## src/rtl/hnps_pkg.sv

```systemverilog
// Package: shared types and constants for the held-note priority stack.
`timescale 1ns / 1ps
package hnps_pkg;

  localparam logic [7:0] EMPTY_KEY = 8'hFF;

  typedef enum logic [1:0] {
    KIND_PRESS   = 2'd0,
    KIND_RELEASE = 2'd1,
    KIND_READ    = 2'd2,
    KIND_NONE    = 2'd3
  } kind_t;

  // Operands broadcast to every cell.
  typedef struct packed {
    logic [7:0] key;
    logic [2:0] index;
  } cmd_t;

  // Shift controls, resolved after the match chain settles.
  typedef struct packed {
    logic push;
    logic pop;
  } ctl_t;

endpackage

```

## src/rtl/hnps_cell.sv

```systemverilog
// One slot cell of the priority stack: holds a key, compares, shifts.
`timescale 1ns / 1ps
module hnps_cell
  import hnps_pkg::*;
#(
  parameter int IDX = 0,
  parameter int CW  = 4
) (
  input  logic          clk,
  input  cmd_t          cmd,
  input  ctl_t          ctl,
  input  logic [CW-1:0] count,
  input  logic [7:0]    prev_key,
  input  logic [7:0]    next_key,
  input  logic          hit_in,
  output logic          hit_out,
  input  logic [7:0]    rd_in,
  output logic [7:0]    rd_out,
  output logic [7:0]    key_out
);

  logic [7:0] key_r;
  logic [7:0] key_nxt;
  logic       valid;
  logic       sel;

  assign valid   = 32'(count) > IDX;
  assign sel     = valid && (32'(cmd.index) == IDX);
  assign hit_out = hit_in | (valid && (key_r == cmd.key));
  assign rd_out  = rd_in | (sel ? key_r : 8'd0);
  assign key_out = key_r;

  // push: take from the slot above; pop: cells at or below the match close the gap
  always_comb begin
    key_nxt = key_r;
    if (ctl.push) begin
      key_nxt = prev_key;
    end else if (ctl.pop && hit_out) begin
      key_nxt = next_key;
    end
  end

  always_ff @(posedge clk) begin
    key_r <= key_nxt;
  end

endmodule

```

## src/rtl/held_note_priority_stack_unit.sv

```systemverilog
// Top level: held-note priority stack built as a row of slot cells.
`timescale 1ns / 1ps
// Keeps the held keys in most-recent-first order, one key per cell in a row
// of DEPTH cells. A command transfers when start is high and busy is low;
// busy never rises, so one command can transfer every clock cycle. Each
// command gives exactly one result, on the out_ ports for one cycle with
// out_valid high, in the cycle after the transfer; the receiver cannot
// stall it. A press pushes a new key into cell 0 and moves the rest one cell
// down (dropped if the key is held or all cells are full); a release removes
// the matching key and pulls the cells behind it up by one; a read returns
// the key at the given slot, or 255 when that slot is empty. The per-cycle
// rate is set by the key-match chain that runs through all cells.
module held_note_priority_stack_unit
  import hnps_pkg::*;
#(
  parameter int DEPTH = 8
) (
  input  logic       clk,
  input  logic       rst_n,
  input  logic       start,
  output logic       busy,
  input  logic [1:0] in_kind,
  input  logic [7:0] in_key,
  input  logic [2:0] in_index,
  output logic       out_valid,
  output logic [7:0] out_read_key,
  output logic [3:0] out_held_count
);

  localparam int CW = $clog2(DEPTH + 1);

  logic          accept;
  cmd_t          cmd;
  ctl_t          ctl;
  kind_t         kind;
  logic [CW-1:0] count_r;
  logic [CW-1:0] count_nxt;
  logic          full;
  logic          read_hit;
  logic [7:0]    read_key;
  logic [31:0]   count_ext;

  logic          valid_r;
  logic [7:0]    read_key_r;
  logic [3:0]    held_r;

  logic [7:0]    key_w [DEPTH];
  logic          hit_w [DEPTH+1];
  logic [7:0]    rd_w  [DEPTH+1];

  // commands never stall: busy is tied low
  assign busy   = 1'b0;
  assign accept = start && !busy;
  assign kind   = kind_t'(in_kind);

  assign cmd.key   = in_key;
  assign cmd.index = in_index;

  assign hit_w[0] = 1'b0;
  assign rd_w[0]  = 8'd0;

  genvar g;
  generate
    for (g = 0; g < DEPTH; g++) begin : g_cell
      logic [7:0] prev_k;
      logic [7:0] next_k;
      if (g == 0) begin : g_head
        assign prev_k = in_key;
      end else begin : g_body
        assign prev_k = key_w[g-1];
      end
      // last cell refills from itself; that slot drops out of the count
      if (g == DEPTH - 1) begin : g_tail
        assign next_k = key_w[g];
      end else begin : g_mid
        assign next_k = key_w[g+1];
      end

      hnps_cell #(
        .IDX(g),
        .CW (CW)
      ) u_cell (
        .clk     (clk),
        .cmd     (cmd),
        .ctl     (ctl),
        .count   (count_r),
        .prev_key(prev_k),
        .next_key(next_k),
        .hit_in  (hit_w[g]),
        .hit_out (hit_w[g+1]),
        .rd_in   (rd_w[g]),
        .rd_out  (rd_w[g+1]),
        .key_out (key_w[g])
      );
    end
  endgenerate

  // hit_w[DEPTH] is high when the key is already held
  assign full     = 32'(count_r) >= DEPTH;
  assign ctl.push = accept && (kind == KIND_PRESS) && !hit_w[DEPTH] && !full;
  assign ctl.pop  = accept && (kind == KIND_RELEASE) && hit_w[DEPTH];

  always_comb begin
    count_nxt = count_r;
    if (ctl.push) begin
      count_nxt = count_r + CW'(1);
    end else if (ctl.pop) begin
      count_nxt = count_r - CW'(1);
    end
  end

  // only one cell can select, so the OR chain is the slot mux
  assign read_hit  = (kind == KIND_READ) && (32'(in_index) < 32'(count_r));
  assign read_key  = read_hit ? rd_w[DEPTH] : EMPTY_KEY;
  assign count_ext = 32'(count_nxt);

  always_ff @(posedge clk) begin
    if (!rst_n) begin
      count_r <= '0;
      valid_r <= 1'b0;
    end else begin
      count_r <= count_nxt;
      valid_r <= accept;
    end
  end

  // result payload
  always_ff @(posedge clk) begin
    if (accept) begin
      read_key_r <= read_key;
      held_r     <= count_ext[3:0];
    end
  end

  assign out_valid      = valid_r;
  assign out_read_key   = read_key_r;
  assign out_held_count = held_r;

`ifndef ASSERT_OFF
  a_count_bound: assert property (@(posedge clk) disable iff (!rst_n)
    32'(count_r) <= DEPTH)
    else $error("held count exceeds depth");

  a_result_follows: assert property (@(posedge clk) disable iff (!rst_n)
    accept |=> out_valid)
    else $error("transfer without result");

  a_no_spurious: assert property (@(posedge clk) disable iff (!rst_n)
    !accept |=> !out_valid)
    else $error("result without transfer");

  a_dup_press: assert property (@(posedge clk) disable iff (!rst_n)
    (accept && (kind == KIND_PRESS) && hit_w[DEPTH]) |=> $stable(count_r))
    else $error("press of held key changed count");

  a_push_pop_excl: assert property (@(posedge clk) disable iff (!rst_n)
    !(ctl.push && ctl.pop))
    else $error("push and pop together");
`endif

endmodule

```

## config.mk

```make
export PLATFORM = sky130hd
export DESIGN_NAME = held_note_priority_stack_unit
export DESIGN_NICKNAME = d
export VERILOG_FILES = /design/src/rtl/hnps_pkg.sv /design/src/rtl/hnps_cell.sv /design/src/rtl/held_note_priority_stack_unit.sv
export SDC_FILE = /design/constraint.sdc
export NUM_CORES = 1
export LEC_CHECK = 0
export ABC_CLOCK_PERIOD_IN_PS = 5200
export BUFFER_PORTS_ARGS = -buffer_cell sky130_fd_sc_hd__buf_2
export CAP_MARGIN = 20
export CORE_ASPECT_RATIO = 1.4
export CORE_MARGIN = 2
export CORE_UTILIZATION = 30
export CTS_CLUSTER_DIAMETER = 120
export DETAILED_ROUTE_END_ITERATION = 7
export PLACE_DENSITY = 0.44
export SLEW_MARGIN = 20
export SYNTH_ARGS = -nofsm -noshare
export SYNTH_HDL_FRONTEND = slang
export SYNTH_HIERARCHICAL = 1
export SYNTH_SLANG_ARGS = --single-unit
```

## constraint.sdc

```tcl
create_clock -name clk -period 5.2 [get_ports clk]
set_input_delay 0.26 -clock clk [delete_from_list [all_inputs] [get_ports clk]]
set_output_delay 0.26 -clock clk [all_outputs]
set_load 0.02 [all_outputs]
```

==> reports/results.ini, run 1 <==
[routing]
detailed_router_iteration_count_before_antenna_repair=4
routedWlPerCell_microns=21.23
num_vias=3578
viasPerCell=5.018
detail-route-antenna-nets=0
drt-initial-drc-count=192
totalWireLength_microns=15140
post-route-drc-count=0

[yosys]
synth_cell_types=57
synth.cells.most_frequent=sky130_fd_sc_hd__edfxtp_1 (76), sky130_fd_sc_hd__a21o_1 (59), sky130_fd_sc_hd__mux2_2 (58), sky130_fd_sc_hd__xnor2_1 (53), sky130_fd_sc_hd__nand2_1 (19)
synth-seq-area-share_pct=44.72
avgSynthCellArea_sq_um=12.42
synth-edff-count=76
async_reset_ff_share_pct=0
yosysTopAreaCellShare_pct=42.84
synth.cell_area_sq_um=5328
netlist.top_cell.by_area=sky130_fd_sc_hd__edfxtp_1
yosys_warnings=6
largest_cells_by_area_after_synthesis=sky130_fd_sc_hd__edfxtp_1 (43%), sky130_fd_sc_hd__mux2_2 (12%), sky130_fd_sc_hd__xnor2_1 (8.7%)
synthMostInstantiatedCell=sky130_fd_sc_hd__edfxtp_1
synthesis_stage_register_bit_count=81
synth-main-ff-cell=sky130_fd_sc_hd__edfxtp_1
synthCells=429

[setup_path]
critical_path.slowest_cell=sky130_fd_sc_hd__o41ai_2
crit_arrival_ns=4.38
critPathBufInv=6
worst_path_most_repeated_cell=sky130_fd_sc_hd__inv_1
crit_cells=18
critical_path.max_fanout=12
timing.critical_path.required_ns=5.17
critical_path_class=register to register
timing.critical_path.slowest_cell_delay_ns=0.89
crit_path_cell_trace=xnor2_1 > nand4_1 > o41ai_2 > inv_1 > o41ai_2 > inv_1 > o41ai_2 > nand2b_1 > inv_1 > o31ai_1 > inv_1 > o41ai_2 > inv_1 > o31ai_2 > or2_1 > and4b_1 > inv_1 > o41ai_2
path_delay_family=compound AO/OA/AOI/OAI gates
endpoint_class_of_the_critical_path=register
nature_of_the_critical_path_startpoint=register
worst_r2r_path_depth=18

[global_route]
first_global_vias=3744
global_route_wire_length_before_repair_microns=23270
antenna_found_initial=0
grt.total_usage_pct=16.78
overflow_after_grt=0
grt_start_max_net_pins=73

[power_and_ir_drop]
net-switching-power_uw=442.7
share_clk_of_total_power_pct=38.8
int_power_mw=1.211
pwr-share-seq_pct=46.4
tot_pwr_mw=1.654
p_comb_share_pct=14.8
irDropWorstVdd_mv=0.1390
power.share.switching_pct=26.78
pwr_density_nw_per_um2=272.0
leakagePower_nw=2.236

[timing]
maxClockFrequency_mhz=226.6
final_min_period_over_clock_period_pct=84.88
finalMaxSlewViolations=0
final.hold.worst_slack_ns=0.2034
skew_ns=0.004885
worst_path_setup_slack_after_routing_ns=0.7864
final.setup.tns_ns=0
min_clock_period_post_route_ns=4.414
grt_setup_unrepaired=no
final_hold_viol_count=0
worst_pin_slew_ns=0.9444
timing.final.setup_violations=0
slew_hr_pct=36.35

[layout]
nFillCells=1770
layout-drive-gt1-share_pct=29.98
syn_to_final_growth_pct=14.11
finalCoreUtilization_pct=34.94
multi_input_comb_area_sq_um=2849
post_layout_nonfiller_instances=713
finish.instance_area_sq_um=6080
num_antenna_cells=0
seq_area_sq_um=2382
final_nets=492

[place]
preCtsSetupSlack_ns=0.8169
numPortBuffers=28
dpl-instance-area_sq_um=5792
detailedPlacementHpwl_microns=11140
placed_cells_incl_taps=697
place_congestion=0.7629

[min_path]
hold_path_class=primary input to register
hold_path_depth=2

[die]
rows=57
die_h_microns=161.7
floorplan.die.width_microns=116.6
count_of_pins_on_the_block_boundary=30
start_util_pct=30.62
core_region_area_sq_um=17400
die_area_sq_um=18860

[status]
run_status=complete, no violations

[clocking]
clk_root_buffer_cell=sky130_fd_sc_hd__clkbuf_16
cts_hold_buffers=0
cts_repair_resizes=0
cts-buffers-inserted=9
clock_insertion_delay_worst_skew_ns=0.34
cts_sinks=81
clk_pin_slew_ns=0.06
h-tree-depth=3
clock_path_buffers=2
buffer_count_from_post_cts_setup_fixing=0
cts_tree=yes

[run]
max_cap_viol_count=0

[placed cells by master (no fill, tap or decap), types with 3 or more instances in the layout]
master / n
sky130_fd_sc_hd__edfxtp_1: 76
sky130_fd_sc_hd__a21o_1: 59
sky130_fd_sc_hd__mux2_2: 58
sky130_fd_sc_hd__xnor2_1: 53
sky130_fd_sc_hd__buf_2: 28
sky130_fd_sc_hd__nand2_1: 19
sky130_fd_sc_hd__inv_1: 14
sky130_fd_sc_hd__xor2_1: 12
sky130_fd_sc_hd__conb_1: 11
sky130_fd_sc_hd__a21oi_1: 10
sky130_fd_sc_hd__nor3_1: 9
sky130_fd_sc_hd__o211ai_1: 9
sky130_fd_sc_hd__clkbuf_16: 9
sky130_fd_sc_hd__o41ai_2: 9
sky130_fd_sc_hd__nand4_1: 8
sky130_fd_sc_hd__nand2b_1: 7
sky130_fd_sc_hd__buf_4: 7
sky130_fd_sc_hd__mux2_1: 6
sky130_fd_sc_hd__dfxtp_1: 5
sky130_fd_sc_hd__a21o_2: 5
sky130_fd_sc_hd__nor3_2: 4
sky130_fd_sc_hd__ha_1: 4
sky130_fd_sc_hd__nand3_1: 3
sky130_fd_sc_hd__nor2_1: 3
[cell type report]
class	instances	area share (%)
Clock buffer	10	3.766
Clock inverter	6	0.9673
Inverter	14	0.8644
Multi-Input combinational cell	330	46.86
Sequential cell	81	39.18
Tap cell	236	4.857
Timing Repair Buffer	36	3.499
[per-layer routing]
layer  global-route usage, %  vias up  wire length [microns]
li1                        -     1702                      -
met1                   20.17     1779                   6428
met2                   29.86       72                   7973
met3                   2.313       25                    332
met4                   6.631        0                    404
met5                       0        -                      0
[cell families (layout without fill, tap and decap cells)]
family	count (synthesis)	after routing	synth area share, %
buffers and inverters	28	66	2.654
other	1	11	0.07039
adders and majority gates	4	4	0.9394
xor gates and xnor gates	66	66	10.99
AOI/OAI and AO/OA	110	110	17.33
DFF	81	81	44.72
and+or+nand+nor	73	73	9.394
muxes	66	66	13.90
[final timing paths]
path	end	startpoint	slack, ns
setup / recovery	g_cell[4].u_cell/key_out[5]	g_cell[0].u_cell/key_out[4]	0.79
hold / removal	out_valid	rst_n	0.20
setup reg to reg	g_cell[4].u_cell/key_out[5]	g_cell[0].u_cell/key_out[4]	0.79
hold reg to reg	g_cell[1].u_cell/key_out[6]	g_cell[0].u_cell/key_out[6]	0.64
[sequential cells by signal (all words and copies together), names as in the netlist]
register,cells
out_held_count,4
g_cell.u_cell/key_out,64
out_read_key,8
count_r,4
out_valid,1
[power by group through the flow]
| stage | Clock (mW) | Combinational [mW] | Sequential, mW |
|---|---|---|---|
| 2_1_floorplan | 0 | 0.161 | 0.779 |
| 4_1_cts | 0.662 | 0.245 | 0.767 |
| 5_1_grt | 0.681 | 0.264 | 0.770 |
| 3_5_place_dp | 0 | 0.243 | 0.781 |
| 3_3_place_gp | 0 | 0.243 | 0.781 |
| 6_report | 0.642 | 0.245 | 0.766 |
Power figures use the tool's default switching activity.
==> run 2, diff against run 1 <==
--- a/config.mk
+++ b/config.mk
@@ -5,7 +5,8 @@
 export SDC_FILE = /design/constraint.sdc
 export NUM_CORES = 1
 export LEC_CHECK = 0
-export ABC_CLOCK_PERIOD_IN_PS = 5200
+export ABC_AREA = 1
+export ABC_CLOCK_PERIOD_IN_PS = 3790
 export BUFFER_PORTS_ARGS = -buffer_cell sky130_fd_sc_hd__buf_2
 export CAP_MARGIN = 20
 export CORE_ASPECT_RATIO = 1.4
@@ -13,7 +14,7 @@
 export CORE_UTILIZATION = 30
 export CTS_CLUSTER_DIAMETER = 120
 export DETAILED_ROUTE_END_ITERATION = 7
-export PLACE_DENSITY = 0.44
+export PLACE_DENSITY = 0.45
 export SLEW_MARGIN = 20
 export SYNTH_ARGS = -nofsm -noshare
 export SYNTH_HDL_FRONTEND = slang
==> constraint.sdc (replaced) <==
create_clock -name clk -period 3.79 [get_ports clk]
set_input_delay 0.1895 -clock clk [delete_from_list [all_inputs] [get_ports clk]]
set_output_delay 0.1895 -clock clk [all_outputs]
set_load 0.02 [all_outputs]
==> run 2 against run 1 <==
Against the previous run:
- sequential share of layout area decreased by 3.3 points
- non-clock buffer count increased by 7
- sequential cell count unchanged
- setup slack got worse by 0.29 ns
- clock power increased by 38%
- cell count increased by 59%
- combinational power increased by 22%
- fmax increased by 34%
- total power increased by 35%
- via count increased by 40%
- critical path depth increased by 6
- largest power group unchanged
==> reports/results.ini, run 2 <==
[power_and_ir_drop]
pwr-share-seq_pct=46.9  ; was 46.4%
irDropWorstVdd_mv=0.1517  ; was 0.1390 mV
net-switching-power_uw=595.7  ; was 442.7 uW
pwr_density_nw_per_um2=336.0  ; was 272.0 nW/um^2
p_comb_share_pct=13.5  ; was 14.8%
leakagePower_nw=3.395  ; was 2.236 nW
int_power_mw=1.632  ; was 1.211 mW
share_clk_of_total_power_pct=39.6  ; was 38.8%
power.share.switching_pct=26.74  ; was 26.78%

[die]
floorplan.die.width_microns=121.3  ; was 116.6 microns
die_h_microns=168.2  ; was 161.7 microns
die_area_sq_um=20400  ; was 18860 sq um
rows=60  ; was 57
count_of_pins_on_the_block_boundary=30  ; unchanged
core_region_area_sq_um=19070  ; was 17400 sq um
start_util_pct=30.30  ; was 30.62%

[timing]
final_min_period_over_clock_period_pct=86.99  ; was 84.88%
timing.final.setup_violations=0  ; unchanged
maxClockFrequency_mhz=303.3  ; was 226.6 MHz
min_clock_period_post_route_ns=3.297  ; was 4.414 ns
final.hold.worst_slack_ns=0.04042  ; was 0.2034 ns
grt_setup_unrepaired=no  ; unchanged
final_hold_viol_count=0  ; unchanged
final.setup.tns_ns=0  ; unchanged
skew_ns=0.006844  ; was 0.004885 ns
finalMaxSlewViolations=0  ; unchanged

[routing]
drt-initial-drc-count=297  ; was 192
post-route-drc-count=0  ; unchanged
routedWlPerCell_microns=15.76  ; was 21.23 microns
viasPerCell=4.417  ; was 5.018
detailed_router_iteration_count_before_antenna_repair=5  ; was 4
detail-route-antenna-nets=0  ; unchanged
num_vias=5018  ; was 3578
totalWireLength_microns=17900  ; was 15140 microns

[yosys]
synth.cells.most_frequent=sky130_fd_sc_hd__nand2_1 (393), sky130_fd_sc_hd__inv_1 (138), sky130_fd_sc_hd__edfxtp_1 (76), sky130_fd_sc_hd__o21bai_1 (55), sky130_fd_sc_hd__nor2_1 (40)  ; was sky130_fd_sc_hd__edfxtp_1 (76), sky130_fd_sc_hd__a21o_1 (59), sky130_fd_sc_hd__mux2_2 (58), sky130_fd_sc_hd__xnor2_1 (53), sky130_fd_sc_hd__nand2_1 (19)
netlist.top_cell.by_area=sky130_fd_sc_hd__edfxtp_1  ; unchanged
yosysTopAreaCellShare_pct=39.50  ; was 42.84%
synth-seq-area-share_pct=41.23  ; was 44.72%
synth_cell_types=33  ; was 57
synth-main-ff-cell=sky130_fd_sc_hd__edfxtp_1  ; unchanged
synthesis_stage_register_bit_count=81  ; unchanged
synthMostInstantiatedCell=sky130_fd_sc_hd__nand2_1  ; was sky130_fd_sc_hd__edfxtp_1
async_reset_ff_share_pct=0  ; unchanged
synth-edff-count=76  ; unchanged
synthCells=830  ; was 429
largest_cells_by_area_after_synthesis=sky130_fd_sc_hd__edfxtp_1 (39%), sky130_fd_sc_hd__nand2_1 (26%), sky130_fd_sc_hd__inv_1 (9.0%)  ; was sky130_fd_sc_hd__edfxtp_1 (43%), sky130_fd_sc_hd__mux2_2 (12%), sky130_fd_sc_hd__xnor2_1 (8.7%)
avgSynthCellArea_sq_um=6.961  ; was 12.42 sq um
synth.cell_area_sq_um=5778  ; was 5328 sq um
yosys_warnings=6  ; unchanged

[run]
max_cap_viol_count=0  ; unchanged

[global_route]
first_global_vias=4902  ; was 3744
global_route_wire_length_before_repair_microns=27710  ; was 23270 microns
antenna_found_initial=0  ; unchanged
grt_start_max_net_pins=46  ; was 73
overflow_after_grt=0  ; unchanged
grt.total_usage_pct=18.44  ; was 16.78%

[setup_path]
crit_path_cell_trace=nor2_1 > nand2_1 > nand2_1 > nor2_1 > nand4_1 > nand2_2 > inv_1 > nand2_2 > inv_1 > nand2_2 > inv_1 > nand2_2 > o21bai_2 > inv_1 > nand2_2 > o21bai_2 > inv_1 > nand2_2 > inv_1 > nand4_1 > inv_2 > buf_12 > clkinv_1 > nand2_1  ; was xnor2_1 > nand4_1 > o41ai_2 > inv_1 > o41ai_2 > inv_1 > o41ai_2 > nand2b_1 > inv_1 > o31ai_1 > inv_1 > o41ai_2 > inv_1 > o31ai_2 > or2_1 > and4b_1 > inv_1 > o41ai_2
critical_path.slowest_cell=sky130_fd_sc_hd__dfxtp_1  ; was sky130_fd_sc_hd__o41ai_2
critical_path.max_fanout=45  ; was 12
path_delay_family=simple AND/OR/NAND/NOR gates  ; was compound AO/OA/AOI/OAI gates
worst_r2r_path_depth=24  ; was 18
timing.rr.start=count_r[0]  ; was g_cell[0].u_cell/key_out[4]
nature_of_the_critical_path_startpoint=register  ; unchanged
crit_arrival_ns=3.32  ; was 4.38 ns
critPathBufInv=9  ; was 6
worst_r2r_endpoint=g_cell[5].u_cell/key_out[0]  ; was g_cell[4].u_cell/key_out[5]
critical_path_class=register to register  ; unchanged
timing.critical_path.slowest_cell_delay_ns=0.41  ; was 0.89 ns
ff2ff_setup_slack_ns=0.49  ; was 0.79 ns
timing.critical_path.required_ns=3.81  ; was 5.17 ns
crit_cells=24  ; was 18
endpoint_class_of_the_critical_path=register  ; unchanged

[status]
run_status=complete, no violations  ; unchanged

[layout]
final_common_cell=sky130_fd_sc_hd__nand2_1  ; was sky130_fd_sc_hd__edfxtp_1
largest_register_ff_count=64  ; unchanged
layout-drive-gt1-share_pct=11.94  ; was 29.98%
most_frequent_cells_in_the_layout=sky130_fd_sc_hd__nand2_1 (393), sky130_fd_sc_hd__inv_1 (138), sky130_fd_sc_hd__edfxtp_1 (76)  ; was sky130_fd_sc_hd__edfxtp_1 (76), sky130_fd_sc_hd__a21o_1 (59), sky130_fd_sc_hd__mux2_2 (58)
final_nets=903  ; was 492
syn_to_final_growth_pct=14.75  ; was 14.11%
num_antenna_cells=0  ; unchanged

[clocking]
cts_repair_resizes=0  ; unchanged
clk_root_buffer_cell=sky130_fd_sc_hd__clkbuf_16  ; unchanged
buffer_count_from_post_cts_setup_fixing=0  ; unchanged
cts-buffers-inserted=9  ; unchanged
cts_hold_buffers=0  ; unchanged
cts_tree=yes  ; unchanged
clock_insertion_delay_worst_skew_ns=0.35  ; was 0.34 ns
cts_sinks=81  ; unchanged
h-tree-depth=3  ; unchanged
clock_path_buffers=2  ; unchanged
clk_pin_slew_ns=0.06  ; about the same

[place]
detailedPlacementHpwl_microns=14220  ; was 11140 microns
numPortBuffers=28  ; unchanged
place_congestion=0.8578  ; was 0.7629

[min_path]
worstHoldEndpoint=out_valid  ; unchanged
hold_path_class=primary input to register  ; unchanged
hold_path_depth=3  ; was 2
hold_path.startpoint=rst_n  ; unchanged

## run 2: worst min-delay path: stages
cell and delay [ns]:
sky130_fd_sc_hd__buf_2 0.09, sky130_fd_sc_hd__nand2_1 0.05, sky130_fd_sc_hd__inv_1 0.04
## run 2: logic make-up after synthesis
logic type | share of synthesized area [%]
AOI/OAI and AO/OA | 10.07
xor gates and xnor gates | 1.971
adders and majority gates | 0.8662
buffers and inverters | 11.59
DFF | 41.23
other | 0.06490
and+or+nand+nor | 34.21
## run 2: layer usage
metal  vias to the layer above  GRT usage (%)  wire length (microns)
li1                       2637              -                      -
met3                        47          2.744                    536
met2                       107          33.98                   9417
met4                         0          10.69                   1007
met5                         -              0                      0
met1                      2227          19.63                   6939
## run 2: power by group through the flow
stage | sequential (mW) | clock, mW | combinational (mW)
floorplan | 1.06 | 0 | 0.190
global placement | 1.07 | 0 | 0.303
detailed placement | 1.07 | 0 | 0.302
CTS | 1.05 | 0.905 | 0.303
global route | 1.05 | 0.942 | 0.343
finish | 1.04 | 0.883 | 0.300
## run 2: layout make-up
type,instances,area [sq um]
Fill cell,2127,12440
Multi-Input combinational cell,587,2760
Sequential cell,81,2382
Inverter,161,604.3
Tap cell,248,310.3
Timing Repair Buffer,43,277.8
Clock buffer,10,229.0
Clock inverter,6,66.31
## run 2: worst max path at each step
stage,endpoint,start,slack [ns]
global placement,g_cell[5].u_cell/key_out[2],count_r[0],0.52
CTS,g_cell[5].u_cell/key_out[4],count_r[0],0.45
global route,g_cell[4].u_cell/key_out[4],count_r[0],0.12
detailed placement,g_cell[5].u_cell/key_out[2],count_r[0],0.47
floorplan,g_cell[0].u_cell/key_out[0],count_r[3],0.75
finish,g_cell[5].u_cell/key_out[0],count_r[0],0.49
## run 2: metrics by stage
| step | std cells | area, sq um | util (%) | worst slack [ns] | total power [mW] |
|---|---|---|---|---|---|
| after floorplan | 839 | 5812 | - | 0.7460 | 1.248 |
| after CTS | 1136 | 6630 | 34.77 | 0.4530 | 2.255 |
| final | 1136 | 6630 | 34.77 | 0.4931 | 2.228 |
| after global routing | 1136 | 6630 | 34.77 | 0.1174 | 2.333 |
| after global placement | 1120 | 6335 | 33.22 | 0.5163 | 1.368 |
| after detailed placement | 1120 | 6335 | 33.22 | 0.4673 | 1.368 |
==> run 3, diff against run 2 <==
--- a/config.mk
+++ b/config.mk
@@ -9,12 +9,13 @@
 export ABC_CLOCK_PERIOD_IN_PS = 3790
 export BUFFER_PORTS_ARGS = -buffer_cell sky130_fd_sc_hd__buf_2
 export CAP_MARGIN = 20
-export CORE_ASPECT_RATIO = 1.4
+export CELL_PAD_IN_SITES_DETAIL_PLACEMENT = 1
+export CELL_PAD_IN_SITES_GLOBAL_PLACEMENT = 1
 export CORE_MARGIN = 2
 export CORE_UTILIZATION = 30
 export CTS_CLUSTER_DIAMETER = 120
 export DETAILED_ROUTE_END_ITERATION = 7
-export PLACE_DENSITY = 0.45
+export PLACE_DENSITY = 0.59
 export SLEW_MARGIN = 20
 export SYNTH_ARGS = -nofsm -noshare
 export SYNTH_HDL_FRONTEND = slang
==> run 3 against run 2 <==
Against the previous run:
- sequential share of layout area down 0.34 points
- utilization up 0.77 points
- setup slack got worse by 0.015 ns
- clock power rose by 2.3%
- routed wire length grew 9.5%
- combinational power up 5%
- count of clock-buffer cells in the layout unchanged
- via count is 2.7% higher
- first-iteration DRC count up 0.34%
- sequential cell count stayed put
- critical path type unchanged
- largest cell class unchanged
- largest power group unchanged
==> reports/results.ini, run 3 (synthesis gave the netlist of run 2 again) <==
[layout]
post_layout_nonfiller_instances=1156  ; was 1136
nFillCells=2427  ; was 2127
syn_to_final_growth_pct=15.83  ; was 14.75%
final_nets=911  ; was 903
final_common_cell=sky130_fd_sc_hd__nand2_1  ; unchanged
layout-drive-gt1-share_pct=12.61  ; was 11.94%
finish.instance_area_sq_um=6693  ; was 6630 sq um
largest_register_ff_count=64  ; unchanged
num_antenna_cells=0  ; unchanged
most_frequent_cells_in_the_layout=sky130_fd_sc_hd__nand2_1 (393), sky130_fd_sc_hd__inv_1 (138), sky130_fd_sc_hd__edfxtp_1 (76)  ; unchanged

[setup_path]
critical_path_class=register to register  ; unchanged
critPathBufInv=9  ; unchanged
critical_path.startpoint=count_r[1]  ; was count_r[0]
timing.critical_path.slowest_cell_delay_ns=0.40  ; was 0.41 ns
crit_arrival_ns=3.33  ; was 3.32 ns
timing.rr.start=count_r[1]  ; was count_r[0]
nature_of_the_critical_path_startpoint=register  ; unchanged
critical_path.slowest_cell=sky130_fd_sc_hd__dfxtp_1  ; unchanged
path_delay_family=simple AND/OR/NAND/NOR gates  ; unchanged
endpoint_class_of_the_critical_path=register  ; unchanged
timing.critical_path.required_ns=3.80  ; was 3.81 ns
critical_path.max_fanout=36  ; was 45
crit_path_cell_trace=nor2_1 > nand2_1 > nand2_1 > nor2_1 > nand4_1 > nand2_2 > inv_1 > nand2_2 > inv_1 > nand2_2 > inv_1 > nand2_2 > o21bai_2 > inv_1 > nand2_2 > o21bai_2 > inv_1 > nand2_2 > inv_1 > nand4_1 > inv_2 > buf_12 > clkinv_1 > nand2_1  ; unchanged

[power_and_ir_drop]
tot_pwr_mw=2.260  ; was 2.228 mW
pwr_density_nw_per_um2=337.8  ; was 336.0 nW/um^2
irDropWorstVdd_mv=0.2353  ; was 0.1517 mV
leakagePower_nw=3.422  ; was 3.395 nW

[timing]
min_clock_period_post_route_ns=3.312  ; was 3.297 ns
final.setup.tns_ns=0  ; unchanged
worst_path_setup_slack_after_routing_ns=0.4779  ; was 0.4931 ns
final_min_period_over_clock_period_pct=87.39  ; was 86.99%
slew_hr_pct=65.10
finalMaxSlewViolations=0  ; unchanged
timing.final.setup_violations=0  ; unchanged
final_hold_viol_count=0  ; unchanged
worst_pin_slew_ns=0.5215
grt_setup_unrepaired=no  ; unchanged
maxClockFrequency_mhz=301.9  ; was 303.3 MHz
skew_ns=0.008581  ; was 0.006844 ns

[place]
preCtsSetupSlack_ns=0.4477  ; was 0.4673 ns
numPortBuffers=28  ; unchanged
place_congestion=0.8263  ; was 0.8578
dpl-instance-area_sq_um=6397  ; was 6335 sq um
detailedPlacementHpwl_microns=15330  ; was 14220 microns
placed_cells_incl_taps=1140  ; was 1120

[global_route]
antenna_found_initial=0  ; unchanged
global_route_wire_length_before_repair_microns=30000  ; was 27710 microns
grt.total_usage_pct=19.91  ; was 18.44%
overflow_after_grt=0  ; unchanged
first_global_vias=5073  ; was 4902
grt_start_max_net_pins=37  ; was 46

[routing]
viasPerCell=4.459  ; was 4.417
detail-route-antenna-nets=0  ; unchanged
totalWireLength_microns=19600  ; was 17900 microns
num_vias=5155  ; was 5018
post-route-drc-count=0  ; unchanged
detailed_router_iteration_count_before_antenna_repair=5  ; unchanged
routedWlPerCell_microns=16.96  ; was 15.76 microns
drt-initial-drc-count=298  ; was 297

[clocking]
clk_pin_slew_ns=0.07  ; was 0.06 ns
cts-buffers-inserted=9  ; unchanged
buffer_count_from_post_cts_setup_fixing=0  ; unchanged
clk_root_buffer_cell=sky130_fd_sc_hd__clkbuf_16  ; unchanged
clock_path_buffers=2  ; unchanged
clock_insertion_delay_worst_skew_ns=0.35  ; about the same
h-tree-depth=3  ; unchanged
cts_sinks=81  ; unchanged
cts_tree=yes  ; unchanged
cts_hold_buffers=0  ; unchanged
cts_repair_resizes=0  ; unchanged

[die]
floorplan.die.width_microns=142.8  ; was 121.3 microns
rows=50  ; was 60
die_h_microns=142.8  ; was 168.2 microns
die_area_sq_um=20390  ; was 20400 sq um
start_util_pct=30.68  ; was 30.30%
count_of_pins_on_the_block_boundary=30  ; unchanged
core_region_area_sq_um=18830  ; was 19070 sq um

[status]
run_status=complete, no violations  ; unchanged

[run]
max_cap_viol_count=0  ; unchanged

[min_path]
hold_path_class=primary input to register  ; unchanged
hold_path.startpoint=rst_n  ; unchanged

==> run 3: cell types whose count changed in the layout (fill, tap and decap cells not counted), sizes merged <==
cell      delta
clkinv       -1
clkinvlp     +2
buf          +8
inv          -1
==> run 3: per-stage QoR <==
step                util (%)  hold slack, ns
global placement       33.97          0.3925
floorplan                  -          0.2830
finish                 35.54         0.03455
detailed placement     33.97          0.3949
global route           35.54         0.05865
CTS                    35.54         0.02863
==> run 3: final timing paths <==
path | endpoint | slack (ns) | depth (start not counted)
min reg2reg | g_cell[7].u_cell/key_out[3] | 0.60 | 2
min | out_valid | 0.03 | 3
max reg2reg | g_cell[5].u_cell/key_out[4] | 0.48 | 24
max | g_cell[5].u_cell/key_out[4] | 0.48 | 24
==> run 3: where the power goes <==
part | total, mW | leakage, nW | internal, mW | switching [mW]
registers | 1.04 | 0.730 | 1.01 | 0.0322
logic | 0.315 | 2.56 | 0.110 | 0.204
clock network | 0.903 | 0.137 | 0.513 | 0.390
==> run 3: layout make-up <==
cell class	count	area [sq um]	share of cell area (%)
clock buffer	10	229.0	3.421
clock inverter	6	66.31	0.9908
inverter	161	604.3	9.030
multi-input combinational	587	2760	41.24
sequential	81	2382	35.60
tap	260	325.3	4.861
timing repair buffer	51	325.3	4.861
==> run 3: per-layer routing <==
layer	global-route usage (%)	share of wire, %	up-vias
met3	2.750	2.1	12
met5	0	0	-
met1	28.54	51	2429
li1	-	-	2652
met4	4.273	0.83	0
met2	32.03	46	62
==> run 3: worst min-delay path, delay by kind of cell <==
kind | cells | cell delay [ns]
buffers and inverters | 2 | 0.13
and+or+nand+nor | 1 | 0.05
